===== config.mk =====
export PLATFORM = sky130hd
export DESIGN_NAME = rgb_color_fade_ramp_core
export DESIGN_NICKNAME = d
export VERILOG_FILES = /design/src/rtl/rcf_pkg.sv /design/src/rtl/rcf_muldiv.sv /design/src/rtl/rgb_color_fade_ramp_core.sv
export SDC_FILE = /design/constraint.sdc
export NUM_CORES = 1
export LEC_CHECK = 0
export ABC_CLOCK_PERIOD_IN_PS = 5400
export BUFFER_PORTS_ARGS = -buffer_cell sky130_fd_sc_hd__buf_2
export CAP_MARGIN = 20
export CORE_MARGIN = 8
export CORE_UTILIZATION = 57
export DETAILED_ROUTE_END_ITERATION = 8
export PLACE_DENSITY = 0.74
export SYNTH_ARGS = -nofsm -noshare
export SYNTH_HDL_FRONTEND = slang
export SYNTH_HIERARCHICAL = 1
export SYNTH_SLANG_ARGS = --single-unit

===== constraint.sdc =====
create_clock -name clk -period 5.4 [get_ports clk]
set_clock_uncertainty 0.15 [all_clocks]
set_input_delay 0.27 -clock clk [delete_from_list [all_inputs] [get_ports clk]]
set_output_delay 0.27 -clock clk [all_outputs]
set_load 0.03 [all_outputs]

===== src/rtl/rcf_pkg.sv =====
// Shared types and constants for the RGB color fade ramp.
package rcf_pkg;

  localparam int CH_COUNT = 3;

  localparam logic [6:0]  PCT_FULL     = 7'd100;
  localparam logic [15:0] DUR_RESET    = 16'd1000;
  localparam logic [6:0]  BRIGHT_RESET = 7'd100;
  localparam logic [15:0] ELAPSED_MAX  = 16'hFFFF;

  // Register select taken from paddr[2]
  localparam logic REG_DURATION = 1'b0;
  localparam logic REG_BRIGHT   = 1'b1;

  // Item kinds carried on s_tuser
  typedef enum logic [1:0] {
    OP_TICK    = 2'd0,
    OP_SET     = 2'd1,
    OP_REFRESH = 2'd2
  } op_t;

  // Request into one multiply-divide lane
  typedef struct packed {
    logic       go;
    logic [7:0] a;
    logic [6:0] b;
  } mdreq_t;

  // Lane sequencer
  typedef enum logic [2:0] {
    MD_IDLE = 3'b001,
    MD_MUL  = 3'b010,
    MD_DIV  = 3'b100
  } md_state_t;

  // Top level sequencer
  typedef enum logic [6:0] {
    ST_IDLE       = 7'b0000001,
    ST_PCT        = 7'b0000010,
    ST_RAMP_GO    = 7'b0000100,
    ST_RAMP_WAIT  = 7'b0001000,
    ST_SCALE_GO   = 7'b0010000,
    ST_SCALE_WAIT = 7'b0100000,
    ST_EMIT       = 7'b1000000
  } state_t;

  // Lane divider: 100 aligned to the top quotient bit
  localparam logic [14:0] MD_DIV_INIT = 15'd25600;
  localparam logic [3:0]  MD_MUL_LAST = 4'd6;
  localparam logic [3:0]  MD_DIV_LAST = 4'd8;

  // Percent divider: seven quotient bits
  localparam logic [2:0]  PCT_LAST    = 3'd6;

endpackage


===== src/rtl/rcf_muldiv.sv =====
// Bit-serial lane computing a * b / 100, truncated.
module rcf_muldiv import rcf_pkg::*; (
  input  logic       clk,
  input  logic       rst,
  input  mdreq_t     req,
  output logic [8:0] quo,
  output logic       done
);

  md_state_t   state;
  logic [14:0] mcand;
  logic [6:0]  mplier;
  logic [14:0] acc;
  logic [14:0] dsh;
  logic [3:0]  cnt;

  // Shift-add multiply, then restoring divide by 100, one bit a cycle
  always_ff @(posedge clk) begin
    if (rst) begin
      state <= MD_IDLE;
      done  <= 1'b0;
      cnt   <= '0;
    end else begin
      case (state)
        MD_IDLE: begin
          done <= 1'b0;
          if (req.go) begin
            mcand  <= {7'b0, req.a};
            mplier <= req.b;
            acc    <= '0;
            quo    <= '0;
            cnt    <= '0;
            state  <= MD_MUL;
          end
        end
        MD_MUL: begin
          done <= 1'b0;
          if (mplier[0]) begin
            acc <= acc + mcand;
          end
          mcand  <= {mcand[13:0], 1'b0};
          mplier <= {1'b0, mplier[6:1]};
          cnt    <= (cnt == MD_MUL_LAST) ? 4'd0 : cnt + 4'd1;
          if (cnt == MD_MUL_LAST) begin
            dsh   <= MD_DIV_INIT;
            state <= MD_DIV;
          end
        end
        MD_DIV: begin
          if (acc >= dsh) begin
            acc <= acc - dsh;
            quo <= {quo[7:0], 1'b1};
          end else begin
            quo <= {quo[7:0], 1'b0};
          end
          dsh  <= {1'b0, dsh[14:1]};
          cnt  <= cnt + 4'd1;
          done <= (cnt == MD_DIV_LAST);
          if (cnt == MD_DIV_LAST) begin
            state <= MD_IDLE;
          end
        end
        default: begin
          done  <= 1'b0;
          state <= MD_IDLE;
        end
      endcase
    end
  end

endmodule


===== src/rtl/rgb_color_fade_ramp_core.sv =====
// Top level of the three-channel linear RGB color fader.
//
//  port group   dir   payload                                  accepted when
//  s_*          in    tuser: opcode; tdata: red, green, blue   s_tvalid & s_tready
//  m_*          out   tdata: red, green, blue duty             m_tvalid & m_tready
//  APB          in    fade duration (0x0), brightness (0x4)    psel & penable & pwrite
//
//  One item at a time. A set item runs the ramp, a refresh the brightness scale,
//  and a tick the ramp then the scale, after the percent divide while elapsed is
//  below the duration. A tick with no ramp running or an unused opcode is dropped.
//  The three channel lanes run in parallel; each lane does the shift-add multiply
//  and then the divide by 100, once per set or refresh and twice per live tick.
//  A finished result sits in the output register while the next item is taken.
//  Reset (synchronous, high) clears the ramp state and loads the register defaults.
module rgb_color_fade_ramp_core import rcf_pkg::*; (
  input  logic        clk,
  input  logic        rst,
  input  logic        s_tvalid,
  output logic        s_tready,
  input  logic [23:0] s_tdata,   // red_in, green_in, blue_in
  input  logic [1:0]  s_tuser,   // opcode
  output logic        m_tvalid,
  input  logic        m_tready,
  output logic [23:0] m_tdata,   // red_duty, green_duty, blue_duty
  input  logic        psel,
  input  logic        penable,
  input  logic        pwrite,
  input  logic [2:0]  paddr,
  input  logic [31:0] pwdata,
  output logic [31:0] prdata,
  output logic        pready
);

  state_t      state;
  logic [1:0]  op;
  logic [7:0]  tgt       [CH_COUNT];
  logic [7:0]  start_c   [CH_COUNT];
  logic [7:0]  goal_c    [CH_COUNT];
  logic [7:0]  col       [CH_COUNT];
  logic [7:0]  duty      [CH_COUNT];
  logic [6:0]  progress;
  logic [15:0] elapsed;
  logic [15:0] dur;
  logic [6:0]  bright;

  logic [22:0] rem;
  logic [22:0] dsh;
  logic [6:0]  pq;
  logic [2:0]  pcnt;

  logic [15:0] elapsed_inc;
  logic [22:0] elapsed_x100;
  logic        cfg_wr;

  mdreq_t      req       [CH_COUNT];
  logic [8:0]  lane_q    [CH_COUNT];
  logic        lane_done [CH_COUNT];
  logic [7:0]  mag       [CH_COUNT];
  logic [7:0]  ramp_val  [CH_COUNT];
  logic [7:0]  sat_val   [CH_COUNT];

  // Configuration registers
  assign pready = 1'b1;
  assign cfg_wr = psel & penable & pwrite & pready;
  assign prdata = (paddr[2] == REG_BRIGHT) ? {25'b0, bright} : {16'b0, dur};

  always_ff @(posedge clk) begin
    if (rst) begin
      dur    <= DUR_RESET;
      bright <= BRIGHT_RESET;
    end else if (cfg_wr) begin
      if (paddr[2] == REG_BRIGHT) begin
        bright <= pwdata[6:0];
      end else begin
        dur <= pwdata[15:0];
      end
    end
  end

  // Saturating elapsed count and its percent dividend
  assign elapsed_inc  = (elapsed == ELAPSED_MAX) ? elapsed : elapsed + 16'd1;
  assign elapsed_x100 = {7'b0, elapsed_inc} * 23'd100;

  assign s_tready = (state == ST_IDLE);

  // Channel lanes
  for (genvar i = 0; i < CH_COUNT; i++) begin : g_lane
    assign mag[i] = (goal_c[i] >= start_c[i]) ? goal_c[i] - start_c[i]
                                              : start_c[i] - goal_c[i];
    assign req[i].go = (state == ST_RAMP_GO) || (state == ST_SCALE_GO);
    assign req[i].a  = (state == ST_RAMP_GO) ? mag[i] : col[i];
    assign req[i].b  = (state == ST_RAMP_GO) ? progress : bright;
    assign ramp_val[i] = (goal_c[i] >= start_c[i]) ? start_c[i] + lane_q[i][7:0]
                                                   : start_c[i] - lane_q[i][7:0];
    assign sat_val[i] = lane_q[i][8] ? 8'hFF : lane_q[i][7:0];

    rcf_muldiv u_lane (
      .clk  (clk),
      .rst  (rst),
      .req  (req[i]),
      .quo  (lane_q[i]),
      .done (lane_done[i])
    );
  end

  // Item sequencer
  always_ff @(posedge clk) begin
    if (rst) begin
      state    <= ST_IDLE;
      m_tvalid <= 1'b0;
      progress <= PCT_FULL;
      elapsed  <= '0;
      pcnt     <= '0;
      for (int i = 0; i < CH_COUNT; i++) begin
        start_c[i] <= '0;
        goal_c[i]  <= '0;
      end
    end else begin
      if (m_tvalid && m_tready && (state != ST_EMIT)) begin
        m_tvalid <= 1'b0;
      end
      case (state)
        ST_IDLE: begin
          if (s_tvalid) begin
            op     <= s_tuser;
            tgt[0] <= s_tdata[7:0];
            tgt[1] <= s_tdata[15:8];
            tgt[2] <= s_tdata[23:16];
            case (s_tuser)
              OP_TICK: begin
                // Drop ticks when no ramp is running
                if (progress < PCT_FULL) begin
                  elapsed <= elapsed_inc;
                  if (elapsed_inc >= dur) begin
                    progress <= PCT_FULL;
                    state    <= ST_RAMP_GO;
                  end else begin
                    rem   <= elapsed_x100;
                    dsh   <= {1'b0, dur, 6'b0};
                    pq    <= '0;
                    pcnt  <= '0;
                    state <= ST_PCT;
                  end
                end
              end
              OP_SET: begin
                state <= ST_RAMP_GO;
              end
              OP_REFRESH: begin
                for (int i = 0; i < CH_COUNT; i++) begin
                  col[i] <= start_c[i];
                end
                state <= ST_SCALE_GO;
              end
              default: begin
                state <= ST_IDLE;
              end
            endcase
          end
        end
        ST_PCT: begin
          // Restoring divide of elapsed*100 by the duration
          if (rem >= dsh) begin
            rem <= rem - dsh;
            pq  <= {pq[5:0], 1'b1};
          end else begin
            pq  <= {pq[5:0], 1'b0};
          end
          dsh  <= {1'b0, dsh[22:1]};
          pcnt <= pcnt + 3'd1;
          if (pcnt == PCT_LAST) begin
            progress <= {pq[5:0], (rem >= dsh)};
            state    <= ST_RAMP_GO;
          end
        end
        ST_RAMP_GO: begin
          state <= ST_RAMP_WAIT;
        end
        ST_RAMP_WAIT: begin
          if (lane_done[0] && lane_done[1] && lane_done[2]) begin
            if (op == OP_SET) begin
              // Freeze the current color and restart the ramp
              for (int i = 0; i < CH_COUNT; i++) begin
                start_c[i] <= ramp_val[i];
                goal_c[i]  <= tgt[i];
              end
              progress <= '0;
              elapsed  <= '0;
              state    <= ST_IDLE;
            end else begin
              for (int i = 0; i < CH_COUNT; i++) begin
                col[i] <= ramp_val[i];
              end
              state <= ST_SCALE_GO;
            end
          end
        end
        ST_SCALE_GO: begin
          state <= ST_SCALE_WAIT;
        end
        ST_SCALE_WAIT: begin
          if (lane_done[0] && lane_done[1] && lane_done[2]) begin
            for (int i = 0; i < CH_COUNT; i++) begin
              duty[i] <= sat_val[i];
            end
            state <= ST_EMIT;
          end
        end
        ST_EMIT: begin
          // Hold until the output register is free
          if (!m_tvalid || m_tready) begin
            m_tdata  <= {duty[2], duty[1], duty[0]};
            m_tvalid <= 1'b1;
            state    <= ST_IDLE;
          end
        end
        default: begin
          state <= ST_IDLE;
        end
      endcase
    end
  end

endmodule


After elaboration in Yosys (flattened, before gate mapping)
Memory sizes are Yosys's and may differ from the RTL's. A register that Yosys moved wholly into a read port is not among the register bits. Cells that the tools add are included.

Memory bits (read-only): 0. RAM bits: 120. Output and inout port bits: 59. Bits in registers: 318. Bits in latches: 0. Input bits: 68. Logic and storage cells: 347. Memories kept: 5.

Multiplexer cells: 148. Order comparisons: 9. Equality and inequality tests: 55. Reductions and logical operators: 54. Shifts and indexed selects: 0. Add/subtract/negate cells: 24. Bitwise operators: 16. Div/mod/pow operators: 0. Multipliers: 1.

Memory list: col (depth 3, bits a word 8, read ports 3, clocked after Yosys merged registers in 0, write ports 3, line rgb_color_fade_ramp_core.sv:39) `logic [7:0] col [CH_COUNT];`; duty (depth 3, bits a word 8, read ports 3, clocked after Yosys merged registers in 3, write ports 3, line rgb_color_fade_ramp_core.sv:40) `logic [7:0] duty [CH_COUNT];`; goal_c (depth 3, bits a word 8, read ports 3, clocked after Yosys merged registers in 0, write ports 3, line rgb_color_fade_ramp_core.sv:38) `logic [7:0] goal_c [CH_COUNT];`; start_c (depth 3, bits a word 8, read ports 3, clocked after Yosys merged registers in 0, write ports 3, line rgb_color_fade_ramp_core.sv:37) `logic [7:0] start_c [CH_COUNT];`; tgt (depth 3, bits a word 8, read ports 3, clocked after Yosys merged registers in 0, write ports 3, line rgb_color_fade_ramp_core.sv:36) `logic [7:0] tgt [CH_COUNT];`.

Operators with widths (number): 23-bit 2-to-1 mux (9); 15-bit 2-to-1 mux (13); 15-bit case mux with 2 select lines (6); 8-bit 2-to-1 mux (21); 15-bit case mux with 3 select lines (3); 16-bit 2-to-1 mux (7); 7-bit 2-to-1 mux (15); 23-bit case mux with 2 select lines (2); 8-bit subtractor (9); 9-bit case mux with 2 select lines (3); 7-bit case mux with 7 select lines (1); 15-bit adder (3); 15-bit >= comparator (3); 15-bit subtractor (3); 7-bit case mux with 2 select lines (3); 7-bit case mux with 3 select lines (2); 3-bit AND reduction (14); 3-bit 2-to-1 mux (12); 4-bit case mux with 3 select lines (3); 1-bit 2-to-1 mux (32); 2-bit by 1-bit inequality test with 1-bit output (second input constant) (16); 16-bit case mux with 2 select lines (1); 3-bit case mux with 3 select lines (3); 8-bit adder (3); other kinds (48) (120).

Depth between registers and ports, before layout
Word-level depth: 8. Depth in mapped cells: 21. Gate-level depth less buffers: 21.

Cells and area by module
The synthesis kept the hierarchy.

By module, submodules not included: rgb_color_fade_ramp_core (cells each 1758, times used 1, sequential area each 7056.8 µm², area an instance 16714.8 µm²); rcf_muldiv at g_lane[1].u_lane (cells each 438, times used 1, sequential area each 1991.9 µm², area an instance 4304.1 µm²); rcf_muldiv at g_lane[0].u_lane (cells each 421, times used 1, sequential area each 1991.9 µm², area an instance 4230.3 µm²); rcf_muldiv at g_lane[2].u_lane (cells each 412, times used 1, sequential area each 1991.9 µm², area an instance 4184.0 µm²).

Least setup slack after synthesis
No wires, ideal clock.

Path kind: reg2reg. From: reg state[1] (netlist name). To: mem goal_c[0][0], enable pin. Buffers on the path: 0. Setup slack: -0.019 ns. Data required time: 4.730 ns. Setup time: 0.520 ns. Stages on the path, launching flop included: 6. Data arrival time: 4.749 ns. Clock period less this slack: 5.419 ns. Cells stage by stage: dfxtp_1 > or3_1 > nor3_1 > nand3b_1 > or2_2 > o21ai_0.

RTL lines (line): to (decl) (rgb_color_fade_ramp_core.sv:38).

Worst setup path after layout
From: reg elapsed[1]. To: reg rem[22], data pin.

Longest elaborated chain between the ends: 8. Elaborated cells between the ends (all ways): 9. Those cells by class: add/sub (1); mul (1); eq/ne (1); mux (6).

RTL lines: from (decl) (line rgb_color_fade_ramp_core.sv:42) `logic [15:0] elapsed;`; from (signal assigned) (line rgb_color_fade_ramp_core.sv:133) `elapsed <= elapsed_inc;`; 16-bit by 1-bit adder with 16-bit output / 16-bit == test (equally long branches) (line rgb_color_fade_ramp_core.sv:81) `assign elapsed_inc = (elapsed == ELAPSED_MAX) ? elapsed : elapsed + 16'd1;`; 16-bit 2-to-1 mux * (line rgb_color_fade_ramp_core.sv:81); 16-bit by 5-bit multiplier with 21-bit output * (line rgb_color_fade_ramp_core.sv:82) `assign elapsed_x100 = {7'b0, elapsed_inc} * 23'd100;`; 23-bit 2-to-1 mux * (line rgb_color_fade_ramp_core.sv:134) `if (elapsed_inc >= dur) begin`; 23-bit 2-to-1 mux * (line rgb_color_fade_ramp_core.sv:132) `if (progress < PCT_FULL) begin`; 23-bit 2-to-1 mux * (line rgb_color_fade_ramp_core.sv:129) `case (s_tuser)`; 23-bit 2-to-1 mux * (line rgb_color_fade_ramp_core.sv:124) `if (s_tvalid) begin`; 23-bit case mux with 2 select lines * (line rgb_color_fade_ramp_core.sv:122) `case (state)`; to (signal assigned) (line rgb_color_fade_ramp_core.sv:138) `rem <= elapsed_x100;`; to (signal assigned) (line rgb_color_fade_ramp_core.sv:164) `rem <= rem - dsh;`; to (decl) (line rgb_color_fade_ramp_core.sv:46) `logic [22:0] rem;`.

Every way passes the cells marked *; elsewhere a longest branch is shown, timed or not. The select of a mux whose other input is x is not followed. A chain may end at the register's enable or synchronous reset.

==> metrics list <==
- Pre-Repair DR Iteration Count: 6
- Number of buffers inserted to repair setup after CTS: 0
- Proportion of synthesized chip area in sequential cells: ~44%
- Syn-to-layout area delta: 12.4%
* Maximum net fanout on the critical path: 8
- After detailed routing, the total wire length is about 70 mm.
- Setup repair after global routing left no endpoint under its margin.
- Final Wtd Congestion: around 0.91
- The synthesized netlist devotes 17.1% of its cell area to simple gates.
- Count of flip-flops with a built-in enable after synthesis: 380
* Compound-cell area share of the yosys netlist: between 10 and 15%
* Total number of nets in the final design: 3531
* Ratio of cells with drive above 1 in the final layout: between 10% and 20%
- Maximum frequency from static timing analysis: ~190 MHz
- Category of the worst setup path capture point: flop
- Synth Area in XOR/XNOR: about 4.8%
* Area of the multi-input gates: approximately 15000 sq um
- Summed over all failing endpoints, the final setup total negative slack is 0 ns.
* Warnings from Yosys: 6
- Cell count after synthesis: around 3000
- For this design the ratio of total power to cell area is about 260 nW/um^2.
- Cell type with the highest aggregate area in the netlist: sky130_fd_sc_hd__edfxtp_1
- In this run the biggest area consumer among cell types represents 38.8% of the synthesized area.
- The number of max-slew violations in the final report was 0.
* Transition time at the pin with the least slew margin: between 1 and 1.5 ns
- Fraction of the core area covered by cells at the end of the flow: 64.6%
- In this run, synthesis produced a sequential element count of between 400 and 500.
- Arithmetic-cell share of the synthesized area counting full adders, half adders and majority gates: between 10% and 20%
* Largest buffer count on any clock path: 3
* Peak supply drop: roughly 280 uV
- Leading cell types in the layout, fill and taps excluded: 386 x sky130_fd_sc_hd__nand2_1, 380 x sky130_fd_sc_hd__edfxtp_1, 254 x sky130_fd_sc_hd__ha_1
- Summed over all nets, the half-perimeter wirelength after detailed placement is roughly 50 mm.
* Initial antenna violation count: 3
- The initial utilization of the core area, before any placement, comes to 57.5%.
* Average routed wire per standard cell: ~18 um
- TritonCTS buffer count: around 50
* Mux cell area share after synthesis: 1.51%
- After detailed routing, the number of remaining DRC violations is 0.
* Final hold violation count: 0
- Final setup violation count: 0
- Main area contributors after synthesis: sky130_fd_sc_hd__edfxtp_1 39%, sky130_fd_sc_hd__ha_1 11%, sky130_fd_sc_hd__dfxtp_1 5.5%
- In the final layout, flip-flops and latches occupy 13000 sq um.
* Buffer type at the clock tree root: sky130_fd_sc_hd__clkbuf_16
* Remaining number of nets flagged by the antenna check after routing: 0
- After synthesis the cells add up to about 29000 sq um.
- Measured against its own limit, the worst slew margin works out to approximately 30%.
- The clock reaches the later pin of the worst-skew pair after 0.61 ns.
* Largest net degree at the start of global routing: 59
- Worst Path Class, Setup: flop to flop
* Fin crit period: between 5 and 6 ns
- TritonCTS built the clock tree.
- Clock input transition at the sequential cells of the worst setup and hold paths: about 0.060 ns
* First-iteration detailed-routing DRC count: between 1500 and 2000
- Average cell area after synthesis: 9.72 sq um
- Number of primary I/O pins: between 100 and 150
* Total leakage power: between 0.01 and 0.015 uW
* Leading cell type in the layout, fill and taps excluded: sky130_fd_sc_hd__nand2_1
- Worst hold slack after final layout: 0.0723 ns
- CORE AREA: approximately 51000 sq um
- The number of global-route vias before repair is between 20000 and 25000.
* Arrival time worst endpoint: around 5.4 ns
- The netlist uses 104 different library cells.
* Remaining global-route overflow: 0
- Counting the fill cells in the layout gives roughly 4000.
* Via count: 22837
* Critical path data required time: ~5.6 ns
- Via/cell ratio: 5.84
- Run status: complete, no violations
* Max-capacitance violation count: 0
- Final critical-path share of the clock period: between 90 and 100%
- Proportion of synthesized flip-flops having asynchronous set or reset: 0%
- Global-route wire length before repair: roughly 110 mm
* Min-Delay Path Class: primary input to flop
- Total Die Area: just under 60000 sq um
- H-tree levels: 2
* Kind of launch point of the worst setup path: flop
* Number of placement rows: 83
* Post-layout total power: approximately 8800 uW
- The clock net in this run drives a total of 461 sinks.
* Height of the chip: about 240 um
* Chip Width: roughly 240 um
- Count of input and output buffers: slightly above 90
- Once layout is complete, the cells apart from fillers number ~3900.
- Placed cell count: about 3800
* Top FF cell, synth: sky130_fd_sc_hd__edfxtp_1
- Aggregate global-route resource usage: 23.1%
* Dominant combinational cell family by area after synthesis: simple AND/OR/NAND/NOR gates
## synthesized netlist by cell type (19+ instances only)
master and n:
sky130_fd_sc_hd__o21ai_0 197, sky130_fd_sc_hd__edfxtp_1 380, sky130_fd_sc_hd__xnor2_1 92, sky130_fd_sc_hd__mux2_2 19, sky130_fd_sc_hd__a21o_1 24, sky130_fd_sc_hd__nand3b_1 22, sky130_fd_sc_hd__a211oi_1 32, sky130_fd_sc_hd__o21a_1 28
sky130_fd_sc_hd__nor3_1 48, sky130_fd_sc_hd__a31oi_1 24, sky130_fd_sc_hd__dfxtp_1 81, sky130_fd_sc_hd__or2_2 37, sky130_fd_sc_hd__or3_1 19, sky130_fd_sc_hd__o31ai_1 24, sky130_fd_sc_hd__nand3_1 63, sky130_fd_sc_hd__a21oi_1 157
sky130_fd_sc_hd__inv_1 251, sky130_fd_sc_hd__ha_1 254, sky130_fd_sc_hd__fa_1 27, sky130_fd_sc_hd__o22ai_1 31, sky130_fd_sc_hd__nand2_1 387, sky130_fd_sc_hd__nand2b_1 35, sky130_fd_sc_hd__nor2b_1 32, sky130_fd_sc_hd__and2_1 97
sky130_fd_sc_hd__clkbuf_1 72, sky130_fd_sc_hd__nor2_1 230, sky130_fd_sc_hd__mux2i_1 23, sky130_fd_sc_hd__xor2_1 68
## final cells by class
cell class / instances / share of cell area [%]
sequential: 461 / 39.4
clock inverter: 21 / 0.756
tap: 680 / 2.57
timing repair buffer: 193 / 4.10
antenna: 3 / 0.0227
inverter: 253 / 2.87
multi-input combinational: 2222 / 45.8
clock buffer: 75 / 4.47
## logic make-up after synthesis
logic type | after synthesis
xor gates and xnor gates | 160
DFF | 461
other | 2
muxes | 42
buffers and inverters | 361
adders and majority gates | 282
and+or+nand+nor | 1048
AOI/OAI and AO/OA | 673
## flip-flops by register name, indices dropped and copies added (netlist names), 9 cells and up
signal                cells
col                      24
dsh                      22
dur                      16
duty                     24
elapsed                  16
g_lane.u_lane/acc        45
g_lane.u_lane/cnt        12
g_lane.u_lane/dsh        45
g_lane.u_lane/mcand      45
g_lane.u_lane/mplier     21
g_lane.u_lane/quo        27
g_lane.u_lane/state       9
goal_c                   24
m_tdata                  24
rem                      23
start_c                  24
tgt                      24
## what timing repair did
action,CTS,global route
setup endpoints to repair,0,4
gates resized for setup,0,7
endpoints found under the hold margin,62,0
hold buffers,48,0
## worst paths after layout
kind / from / end / slack [ns] / depth (start not counted)
min: pwrite / bright[6]$_SDFFE_PP1P_ / 0.07 / 4
max reg2reg: elapsed[1]$_SDFFE_PP0P_ / rem[22]$_DFFE_PP_ / 0.23 / 18
min reg2reg: duty[0][13]$_SDFFCE_PP1P_ / m_tdata[13]$_DFFE_PP_ / 0.27 / 0
max: elapsed[1]$_SDFFE_PP0P_ / rem[22]$_DFFE_PP_ / 0.23 / 18
## stage by stage
stage          instance area (sq um)  setup slack, ns
5_1_grt                        33100           0.0199
3_3_place_gp                   30800            0.240
2_1_floorplan                  29500            0.467
3_5_place_dp                   30800           0.0958
6_report                       33100            0.230
4_1_cts                        33000           0.0493
## report_power, final
part / internal (uW) / switching (uW) / total, uW
logic: 458 / 699 / 1160
clock network: 2100 / 1470 / 3570
registers: 3950 / 95.8 / 4040
total: 6510 / 2260 / 8770
## routing by layer
| layer | wire (um) | up-vias | share of wire [%] | global-route usage, % |
|---|---|---|---|---|
| met2 | 34100 | 672 | 48 | 39.9 |
| met4 | 2010 | 0 | 2.9 | 7.58 |
| met5 | 0 | - | 0 | 0 |
| met1 | 30400 | 10982 | 43 | 29.5 |
| li1 | - | 11044 | - | - |
| met3 | 3930 | 139 | 5.6 | 3.48 |
## critical path: stages (launching register included)
cell and delay [ns]:
sky130_fd_sc_hd__dfxtp_1 0.40, sky130_fd_sc_hd__ha_1 0.23, sky130_fd_sc_hd__nand2_1 0.15, sky130_fd_sc_hd__nor3_4 0.30, sky130_fd_sc_hd__nand2_2 0.20, sky130_fd_sc_hd__mux2_2 0.34, sky130_fd_sc_hd__ha_1 0.30, sky130_fd_sc_hd__ha_1 0.32
sky130_fd_sc_hd__ha_1 0.33, sky130_fd_sc_hd__fa_1 0.47, sky130_fd_sc_hd__a21o_1 0.17, sky130_fd_sc_hd__a21oi_1 0.18, sky130_fd_sc_hd__o21ai_0 0.11, sky130_fd_sc_hd__a21boi_0 0.31, sky130_fd_sc_hd__o21ai_0 0.22, sky130_fd_sc_hd__o41ai_2 0.31
sky130_fd_sc_hd__o21ai_0 0.18, sky130_fd_sc_hd__xnor2_1 0.17, sky130_fd_sc_hd__mux2i_1 0.09
No activity file was read; power rests on OpenSTA's default activity.
